**src/sv/tcce_pkg.sv**
```systemverilog
// Package for the text console cursor engine.
// Holds the screen geometry, field widths, opcodes, register indexes and shared structs.
// Has no dependencies; every other file of the block imports it.
`default_nettype none

package tcce_pkg;

  localparam int SCREEN_ROWS    = 25;
  localparam int SCREEN_COLUMNS = 80;
  localparam int CELL_COUNT     = SCREEN_ROWS * SCREEN_COLUMNS;
  localparam int COPY_COUNT     = CELL_COUNT - SCREEN_COLUMNS;
  localparam int ADDR_W         = $clog2(CELL_COUNT + 1);

  localparam int ROW_W  = 5;
  localparam int COL_W  = 7;
  localparam int CELL_W = 16;

  localparam logic [7:0] LINE_FEED  = 8'd10;
  localparam logic [7:0] SPACE_CHAR = 8'h20;

  localparam logic [3:0] FG_RESET = 4'd10;
  localparam logic [3:0] BG_RESET = 4'd5;

  localparam logic [3:0] CFG_FOREGROUND = 4'd0;
  localparam logic [3:0] CFG_BACKGROUND = 4'd1;

  typedef enum logic [1:0] {
    OP_PUT   = 2'd0,
    OP_CLEAR = 2'd1,
    OP_SET   = 2'd2,
    OP_READ  = 2'd3
  } op_t;

  // Request from the controller to the sweep unit.
  typedef struct packed {
    logic start;
    logic scroll;
  } sweep_cmd_t;

  // Memory traffic and status from the sweep unit.
  typedef struct packed {
    logic              we;
    logic [ADDR_W-1:0] waddr;
    logic              copy;
    logic              re;
    logic [ADDR_W-1:0] raddr;
    logic              done;
  } sweep_mem_t;

endpackage

`default_nettype wire

```
**src/sv/tcce_sweep.sv**
```systemverilog
// Address sweep unit: walks the whole screen store one cell per cycle.
// Clears every cell, or scrolls up one row and blanks the bottom row; uses tcce_pkg.
`default_nettype none

module tcce_sweep
  import tcce_pkg::*;
(
  input  wire logic       clk,
  input  wire logic       rst,
  input  wire sweep_cmd_t cmd,
  output sweep_mem_t      mem
);

  logic              active;
  logic              scroll;
  logic [ADDR_W-1:0] cnt;
  logic [ADDR_W-1:0] wpos;

  always_ff @(posedge clk) begin
    if (rst) begin
      active <= 1'b0;
    end else if (cmd.start) begin
      active <= 1'b1;
    end else if (active && cnt == ADDR_W'(CELL_COUNT)) begin
      active <= 1'b0;
    end
  end

  always_ff @(posedge clk) begin
    if (cmd.start) begin
      cnt    <= '0;
      scroll <= cmd.scroll;
    end else if (active) begin
      cnt <= cnt + 1'b1;
    end
  end

  // Reads run ahead of writes, so the cell written at wpos is the
  // one read a row further down in the previous cycle.
  assign wpos      = cnt - 1'b1;
  assign mem.we    = active && cnt != '0;
  assign mem.waddr = wpos;
  assign mem.copy  = scroll && wpos < ADDR_W'(COPY_COUNT);
  assign mem.re    = active && scroll && cnt < ADDR_W'(COPY_COUNT);
  assign mem.raddr = cnt + ADDR_W'(SCREEN_COLUMNS);
  assign mem.done  = active && cnt == ADDR_W'(CELL_COUNT);

endmodule

`default_nettype wire

```
**config.mk**
```make
export PLATFORM = sky130hd
export DESIGN_NAME = tcce_sweep
export DESIGN_NICKNAME = d
export VERILOG_FILES = /design/src/sv/tcce_pkg.sv /design/src/sv/tcce_sweep.sv
export SDC_FILE = /design/constraint.sdc
export NUM_CORES = 1
export LEC_CHECK = 0
export ABC_AREA = 1
export BUFFER_PORTS_ARGS = -buffer_cell sky130_fd_sc_hd__clkbuf_2
export CAP_MARGIN = 25
export CORE_MARGIN = 4
export CORE_UTILIZATION = 50
export DETAILED_ROUTE_END_ITERATION = 10
export PLACE_DENSITY = 0.75
export REMOVE_ABC_BUFFERS = 1
export SLEW_MARGIN = 20
export SYNTH_ARGS = -nofsm -noshare
export SYNTH_HDL_FRONTEND = slang
export SYNTH_SLANG_ARGS = --single-unit
```
**constraint.sdc**
```tcl
create_clock -name clk -period 3.2 [get_ports clk]
set_clock_uncertainty 0.1 [all_clocks]
set_input_delay 0.32 -clock clk [delete_from_list [all_inputs] [get_ports clk]]
set_output_delay 0.32 -clock clk [all_outputs]
set_load 0.02 [all_outputs]
```
# After elaboration in Yosys (flattened, before gate mapping)
# Index checks and enable logic that the tools add are counted.
# word_totals
reg_bits	13
out_inout_bits	26
input_bits	4
# classes
reduce_logical	7
addsub	3
n_mux	2
order_cmp	2
eq_ne	1
# ops
cell	count
$lt A11 B11 Y1 const B	2
$add A11 B1 Y11 const B	1
$add A11 B7 Y11 const B	1
$eq A11 B11 Y1 const B	1
$reduce_bool A11 Y1	1
$sub A11 B1 Y11 const B	1
$logic_and A1 B1 Y1	5
$mux W1	2
$reduce_bool A2 Y1	1

# Logic depth before layout (Yosys ltp)
# Gate-level depths: netlist of the first run.
# logic_depth
depth_word	4
depth_mapped	10
ltp_nobuf	10

# Worst setup path after synthesis of the first run
# Ideal clock, no wire load.
# synth_path
path_type	flip-flop to output port
start	register cnt[4]
end	output mem[13] in the netlist's numbering
path_stages_with_launch	11
required_ns	2.780
setup_slack_ns	1.050
arrival_ns	1.730
n_path_buf	0
path_cell_list	dfxtp_1 > inv_1 > ha_1 > inv_1 > nor3_2 > nand2_1 > nand2_1 > nand2_1 > nand2_1 > nor2_1 > nor2_1
# synth_rtl
item	line_no	source
from (decl)	tcce_sweep.sv:16	logic [ADDR_W-1:0] cnt;
from (signal assigned)	tcce_sweep.sv:34	cnt <= cnt + 1'b1;
to (decl)	tcce_sweep.sv:11	output sweep_mem_t mem

==> results of run 1 <==
[sequential cells by signal, summed over array words and instances, names as in the netlist]
signal  flops
scroll      1
cnt        11
active      1
[critical path, cell delays in order (launching register included)]
cell and delay [ns]:
dfxtp_1 0.37, inv_1 0.21, ha_1 0.20, inv_1 0.05, nor3_2 0.19, nand3_1 0.11
nand2_1 0.08, nand2_2 0.05, nand2_1 0.05, nor2_1 0.04, nor2_1 0.07, clkbuf_2 0.17
[cell usage after synthesis, drive strengths merged]
cell	number	area, um^2
dfxtp	12	240
inv	21	78.8
a21oi	10	50.1
xor2	8	70.1
nand4	1	6.26
a31oi	1	6.26
nor2	24	115
buf	8	57.6
edfxtp	1	30.0
o21ai	3	15.0
clkinv	1	3.75
ha	6	75.1
nor3	10	66.3
a41oi	1	8.76
nand3	9	55.1
nand2	38	158
[per-stage QoR]
step	power (uW)	hold slack [ns]	setup slack [ns]	cell area [um^2]	std cells
after floorplan	256	0.289	0.931	978	146
after global placement	291	0.377	1.24	1160	202
after detailed placement	293	0.384	1.20	1160	202
after CTS	398	0.0825	0.881	1180	206
after global routing	419	0.0789	0.678	1180	206
final	392	0.0916	0.911	1180	206
[kinds of logic (layout without fill, tap and decap cells)]
family	after synthesis	after routing	synth area share [%]
adders and majority gates	6	6	7.25
xor gates and xnor gates	8	8	6.76
and+or+nand+nor	82	82	38.6
DFF	13	13	26.1
buffers and inverters	30	55	13.5
AOI/OAI and AO/OA	15	15	7.73
[routing by layer]
layer	routed length [um]	part of all wire [%]	global-route usage, %
met1	1080	48	24.6
met3	134	5.9	3.38
met2	1040	46	29.2
met5	0	0	0
met4	19	0.83	7.66
[power breakdown]
| part | internal, uW | total (uW) | switching (uW) |
|---|---|---|---|
| logic | 37.2 | 113 | 76.0 |
| clock network | 48.4 | 104 | 56.0 |
| registers | 168 | 175 | 6.48 |
[worst min path at each step]
stage                     start     end  cells past startpoint
after floorplan             rst  active                      1
after global placement      rst  active                      2
after detailed placement    rst  active                      2
after CTS                   rst  active                      2
after global routing        rst  active                      2
final                       rst  active                      2
[area by class of cell]
type	instances	area share, %
Clock buffer	4	2.22
Inverter	22	6.98
Sequential cell	13	22.8
Tap cell	27	2.85
Timing Repair Buffer	29	12.3
Multi-Input combinational cell	111	52.9
==> reports/results.ini, run 1 <==
[routing]
drc = 0
wl_per_cell_um = 11.1
dr.first_iter.drc_count = 25
ant_nets = 0
viasPerCell = 4.85
vias = 1000
finalWirelength_um = 2280
dr.pass1.iters = 4

[timing]
setup_violations = 0
fin_setup_tns_ns = 0
min_period_ns = 2.29
min_period_over_period_pct = 71.5
drv_slew = 0
slew_headroom_pct = 70.0
grt_setup_unrepaired = no
clock.fmax_mhz = 437
hold_viol = 0
tightest_slew_ns = 0.450

[yosys]
synth_seq_cells = 13
synth_cell_types = 24
ys_warn_count = 0
syn-cell-area_mm2 = 0.00104
syn_area_per_cell_um2 = 6.73
synth-seq-area-share_pct = 26.1
netlist_instances = 154

[critical_path]
cp-endpoint = mem[13]
arrival_ns = 1.87
critPathMaxFanout = 7
worstPathRequired_ns = 2.78
crit_path_end_kind = output port
r2r_cells = 7
cp-start-kind = flip-flop
r2r_setup_slack_ns = 1.59
path_class = reg2out
reg2reg_from = cnt[5]
r2r_end = cnt[10]
startpoint = cnt[4]

[clocking]
numCtsBuffers = 3
clock-sinks = 13
clockBufferDepth = 2
cts.hold.buffers_added = 0
clock_tree.root_cell = clkbuf_4
cts_resized = 0
htree_levels = 1
path_clk_slew_ns = 0.08
clock_latency_ns = 0.28
cts_setup_buffers = 0
cts_tree = built

[floorplan]
start_util_pct = 52.8
row_count = 16
core_mm2 = 0.00196
die_x_um = 53.5
fp.dieArea_mm2 = 0.00286
die_h_um = 53.5
io_pins = 30

[final_layout]
final_common_cell = nand2_1
area_delta_synth_final_pct = 14.3
utilization_pct = 60.3
antenna_cells = 0
multi_input_area_um2 = 626
layout-drive-gt1-share_pct = 27.4
fill_cells = 211
register_area_um2 = 270
fin_nets = 190
mostFrequentLayoutCells = 32 x nand2_1, 29 x clkbuf_2, 20 x inv_1

[worst_hold_path]
hp-class = in2reg

[place]
io_buffers = 29
hpwl_um = 1860
place_congestion = 0.797

[grt]
grt_pass1_vias = 923
antenna_found_initial = 0
grt_usage_pct = 18.5
grt_overflow = 0
grt_max_degree = 11
grt_first_pass_wirelength_um = 3880

[outcome]
status = completed

[pwr]
p_per_area_mw_per_mm2 = 331
ir_worst_vdd_v = 0.000221
p_leak_uw = 0.000606

[run]
cap_viol_max_count = 0

Note: power is estimated with default switching activity, not from simulation.
==> run 2: changes to the inputs <==
--- a/config.mk
+++ b/config.mk
@@ -9,9 +9,9 @@
 export BUFFER_PORTS_ARGS = -buffer_cell sky130_fd_sc_hd__clkbuf_2
 export CAP_MARGIN = 25
 export CORE_MARGIN = 4
-export CORE_UTILIZATION = 50
+export CORE_UTILIZATION = 46
 export DETAILED_ROUTE_END_ITERATION = 10
-export PLACE_DENSITY = 0.75
+export PLACE_DENSITY = 0.73
 export REMOVE_ABC_BUFFERS = 1
 export SLEW_MARGIN = 20
 export SYNTH_ARGS = -nofsm -noshare
==> constraint.sdc (replaced) <==
create_clock -name clk -period 1.9 [get_ports clk]
set_clock_uncertainty 0.1 [all_clocks]
set_input_delay 0.19 -clock clk [delete_from_list [all_inputs] [get_ports clk]]
set_output_delay 0.19 -clock clk [all_outputs]
set_load 0.02 [all_outputs]
==> run 2 against run 1 <==
  * Utilization is 8.2 points higher
  * Non-clock buffer count increased by 13
  * Largest power group unchanged
  * Register-to-register slack got worse by 1.2 ns
  * Sequential cell count did not move
  * Combinational power increased by 99%
  * Highest routed layer unchanged
  * Worst hold slack lost 0.049 ns
  * Critical endpoint unchanged
==> reports/results.ini, run 2 (synthesis results as in run 1) <==
[clocking]
clockBufferDepth = 2
clock-sinks = 13
clock_tree.root_cell = clkbuf_4
path_clk_slew_ns = 0.08
clock_latency_ns = 0.29
numCtsBuffers = 3
cts_tree = built
htree_levels = 1

[timing]
hold_viol = 0
setup_violations = 0
min_period_ns = 1.89
slew_headroom_pct = 78.8
grt_setup_unrepaired = yes
clock.fmax_mhz = 529
tightest_slew_ns = 0.315
drv_slew = 0
min_period_over_period_pct = 99.5

[critical_path]
reg2reg_from = cnt[0]
r2r_end = cnt[10]
critPathMaxFanout = 5
cp_slowest_cell = dfxtp_4
worstPathRequired_ns = 1.61
slowest_delay_ns = 0.37
r2r_setup_slack_ns = 0.35
r2r_cells = 8
cp-start-kind = flip-flop
worst-path-buf-inv = 2
crit_path_end_kind = output port
cp_cell_sequence = inv_1 > ha_4 > nand2_2 > nand2_4 > nand2_1 > nand2_1 > nand2_1 > nand2_1 > nor2_1 > nor2_1 > buf_4
arrival_ns = 1.60
path_class = reg2out
cpLargestDelayFamily = simple AND/OR/NAND/NOR gates
cpMostUsedCell = nand2_1

[pwr]
ir_worst_vdd_v = 0.000419
p_leak_uw = 0.000683
p_per_area_mw_per_mm2 = 500
design_power_total_uw = 699

[place]
place_congestion = 0.804
io_buffers = 29
dp.cells = 207
hpwl_um = 1970

[final_layout]
largest_reg_flops = 11
antenna_cells = 0
fin_nets = 203
register_area_um2 = 287
final_common_cell = nand2_1
top_register = cnt
fill_cells = 178
final_cells = 219
reg.largest.list = cnt (11), active (1), scroll (1)
mostFrequentLayoutCells = 30 x nand2_1, 25 x clkbuf_2, 16 x inv_1
area_delta_synth_final_pct = 35.0
layout-drive-gt1-share_pct = 43.2
multi_input_area_um2 = 714

[floorplan]
io_pins = 30
row_count = 16
core_mm2 = 0.00204
fp.dieArea_mm2 = 0.00308
die_h_um = 55.5
die_x_um = 55.5
start_util_pct = 50.7

[outcome]
status = completed

[grt]
grt_max_degree = 11
grt_overflow = 0
antenna_found_initial = 0
grt_pass1_vias = 1032
grt_usage_pct = 17.6
grt_first_pass_wirelength_um = 4540

[routing]
dr.first_iter.drc_count = 26
drc = 0
vias = 1104
ant_nets = 0
finalWirelength_um = 2730
viasPerCell = 5.04
dr.pass1.iters = 4
wl_per_cell_um = 12.4

[worst_hold_path]
min_from = cmd[1]
holdPathStages = 2
hold_end = cnt[4]
hp-class = in2reg

[run]
cap_viol_max_count = 0

[run 2: stage by stage]
stage	hold WS [ns]	setup TNS (ns)	setup slack, ns	util, %	area [um^2]
after floorplan	0.159	-0.265	-0.239	-	978
after global placement	0.247	0	0.190	58.5	1190
after detailed placement	0.253	0	0.0886	58.5	1190
after CTS	0.0357	-0.0520	-0.0405	66.4	1360
after global routing	0.0578	-0.128	-0.128	68.5	1400
final	0.0426	0	0.00930	68.5	1400
[run 2: routing by layer]
layer | track usage [%] | vias to the layer above | routed length, um
met5 | 0 | - | 0
li1 | - | 558 | -
met1 | 23.8 | 500 | 1170
met4 | 7.99 | 0 | 44
met3 | 3.03 | 5 | 182
met2 | 26.9 | 41 | 1320
[run 2: worst max-delay path by stage]
| stage | from | end | depth (start not counted) |
|---|---|---|---|
| after floorplan | cnt[0] | mem[13] | 9 |
| after global placement | cnt[4] | mem[13] | 11 |
| after detailed placement | cnt[4] | mem[13] | 11 |
| after CTS | cnt[5] | mem[13] | 11 |
| after global routing | cnt[4] | mem[13] | 11 |
| final | cnt[1] | mem[13] | 11 |
[run 2: cell type report]
cell class	count	area share (%)
multi-input cells	111	51.1
flip-flops and latches	13	20.5
repair buffers	42	18.1
inverters	22	6.08
well taps	27	2.42
clock buffers	4	1.88
[run 2: worst reg2reg max path, cell delays in order (launching register included)]
cell     delay (ns)
dfxtp_4        0.38
buf_4          0.12
ha_1           0.18
nand3_2        0.14
nor3_4         0.23
nand3_2        0.12
nor2_2         0.09
nor2_1         0.05
nor2_2         0.07
[run 2: report_power, final]
group / leakage, uW / switching, uW / internal (uW)
logic: 0.000556 / 140 / 85.2
registers: 0.000112 / 9.47 / 283
clock network: 0.0000150 / 99.7 / 81.7
total: 0.000683 / 249 / 450
[run 2: timing repair]
action / CTS / global route
resized for setup: 27 / 14
pin swaps: 7 / 3
endpoints found under the setup margin: 7 / 8
buffers inserted: 4 / 2
hold buffers: 2 / 0
endpoints found under the hold margin: 2 / 0
==> run 3: changes to the inputs <==
--- a/config.mk
+++ b/config.mk
@@ -8,6 +8,7 @@
 export ABC_AREA = 1
 export BUFFER_PORTS_ARGS = -buffer_cell sky130_fd_sc_hd__clkbuf_2
 export CAP_MARGIN = 25
+export CORE_ASPECT_RATIO = 1.4
 export CORE_MARGIN = 4
 export CORE_UTILIZATION = 46
 export DETAILED_ROUTE_END_ITERATION = 10
==> run 3 against run 2 <==
  * The run now ends with negative setup slack left
  * Register-to-register slack lost 0.06 ns
  * Via count up 1.0%
  * Sequential power is essentially flat
  * Non-clock buffer count grew 7
  * Sequential cell count unchanged
  * Utilization up 0.22 points
  * Setup slack lost 0.018 ns
  * Global-route usage is 2.6 points higher
  * First-iteration DRC count up 19%
  * Routed wire length grew 5.2%
  * Combinational power increased by 8%
  * Highest routed layer unchanged
==> reports/results.ini, run 3 (synthesis results as in run 1) <==
[outcome]
status = finished with violations
violations = negative setup slack

[pwr]
p_int_uw = 461
swShare_pct = 35.9
p_sw_uw = 258
p_per_area_mw_per_mm2 = 486
p_leak_uw = 0.000737
clockPowerShare_pct = 25.6
pwr-share-comb_pct = 34.0
ir_worst_vdd_v = 0.000470
power_frac_seq_pct = 40.4
design_power_total_uw = 718

[final_layout]
antenna_cells = 0
fin_nets = 210
reg.largest.list = cnt (11), active (1), scroll (1)
layout-drive-gt1-share_pct = 47.7
mostFrequentLayoutCells = 29 x nand2_1, 25 x clkbuf_2, 18 x buf_4
utilization_pct = 68.7
top_register = cnt
area_delta_synth_final_pct = 42.8
largest_reg_flops = 11
final_common_cell = nand2_1

[grt]
met2_usage_pct = 33.8
grt_max_degree = 11
grt_usage_pct = 20.2
use_met1_pct = 23.6
grt_use_met3_pct = 2.25
grt_busiest_layer = met2
grt_overflow = 0
antenna_found_initial = 0
grt_first_pass_wirelength_um = 4550
grt_pass1_vias = 1067

[place]
post-place-ws_ns = 0.111
hpwl_um = 2040
place_congestion = 0.841
io_buffers = 29

[routing]
ant_nets = 0
wl_per_cell_um = 13.0
dr.pass1.iters = 4
drc = 0
vias = 1115
dr.first_iter.drc_count = 31
finalWirelength_um = 2870
viasPerCell = 5.05

[critical_path]
slowest_delay_ns = 0.37
worst-path-buf-inv = 3
cp-start-kind = flip-flop
path_class = reg2out
arrival_ns = 1.62
critPathMaxFanout = 5
worstPathRequired_ns = 1.61
cp_cell_sequence = inv_4 > buf_4 > ha_4 > nand2_4 > nand2_1 > nand2_1 > nand2_1 > nand2_1 > nor2_1 > nor2_1 > buf_4
cp_slowest_cell = dfxtp_2
cpMostUsedCell = nand2_1
crit_path_end_kind = output port
cpLargestDelayFamily = simple AND/OR/NAND/NOR gates

[clocking]
path_clk_slew_ns = 0.08
numCtsBuffers = 3
htree_levels = 1
clock_tree.root_cell = clkbuf_4
clock-sinks = 13
clockBufferDepth = 2
cts_tree = built
clock_latency_ns = 0.29

[floorplan]
fp.dieArea_mm2 = 0.00309
row_count = 20
core_mm2 = 0.00215
die_x_um = 48.1
start_util_pct = 48.1
die_h_um = 64.2
io_pins = 30

[timing]
min_period_over_period_pct = 100
min_period_ns = 1.91
drv_slew = 0
slew_headroom_pct = 82.7
tightest_slew_ns = 0.259
clock.fmax_mhz = 524
setup_violations = 1
setup_slack_ns = -0.00849
hold_viol = 0
grt_setup_unrepaired = yes

[run]
cap_viol_max_count = 0

[worst_hold_path]
hp-class = in2reg

==> run 3: cell count changes in the layout (fill, tap and decap cells not counted), sizes merged <==
cell	delta
clkbuf	+1
buf	+6
==> run 3: through the flow <==
stage	cell area [um^2]	instances	setup TNS [ns]	hold WS, ns
floorplan	978	146	-0.265	0.159
global placement	1200	203	0	0.245
detailed placement	1200	203	0	0.251
CTS	1400	219	-0.0564	0.0361
global route	1480	221	-0.102	0.0657
finish	1480	221	-0.00849	0.0337
==> run 3: cell type report <==
cell class              instances  area [um^2]
repair buffers                 49          322
well taps                      22         27.5
clock buffers                   4         26.3
flip-flops and latches         13          284
multi-input cells             111          732
fillers                       185          673
inverters                      22         87.6
==> run 3: worst reg2reg max path, delay by kind of cell (launching register included) <==
family,cells,cell delay [ns]
fa+ha+maj,1,0.15
buf+inv,2,0.23
flops,1,0.37
simple gates,6,0.69
==> run 3: per-layer routing <==
metal  vias to the layer above  wire [um]
met2                        21       1540
met3                         4         82
met4                         0         58
met5                         -          0
li1                        566          -
met1                       524       1180
==> run 3: power groups by stage <==
| stage | sequential (uW) | clock, uW | combinational (uW) |
|---|---|---|---|
| global placement | 297 | 0 | 197 |
| detailed placement | 297 | 0 | 200 |
| CTS | 289 | 189 | 231 |
| finish | 291 | 184 | 244 |
| global route | 292 | 197 | 268 |
| floorplan | 303 | 0 | 129 |
==> run 3: final timing paths <==
path               start       to  slack (ns)  depth (start not counted)
setup / recovery  cnt[4]  mem[13]      -0.008                         11
hold / removal    cmd[1]   cnt[4]        0.03                          2
setup reg to reg  cnt[5]  cnt[10]        0.29                          9
hold reg to reg   cnt[0]   cnt[0]        0.39                          2
==> run 3: repair_timing <==
item	CTS	global route
hold buffers	2	0
buffers inserted	10	2
pin swaps	9	10
hold endpoints to repair	2	0
resized for setup	24	26
setup endpoints to repair	5	8
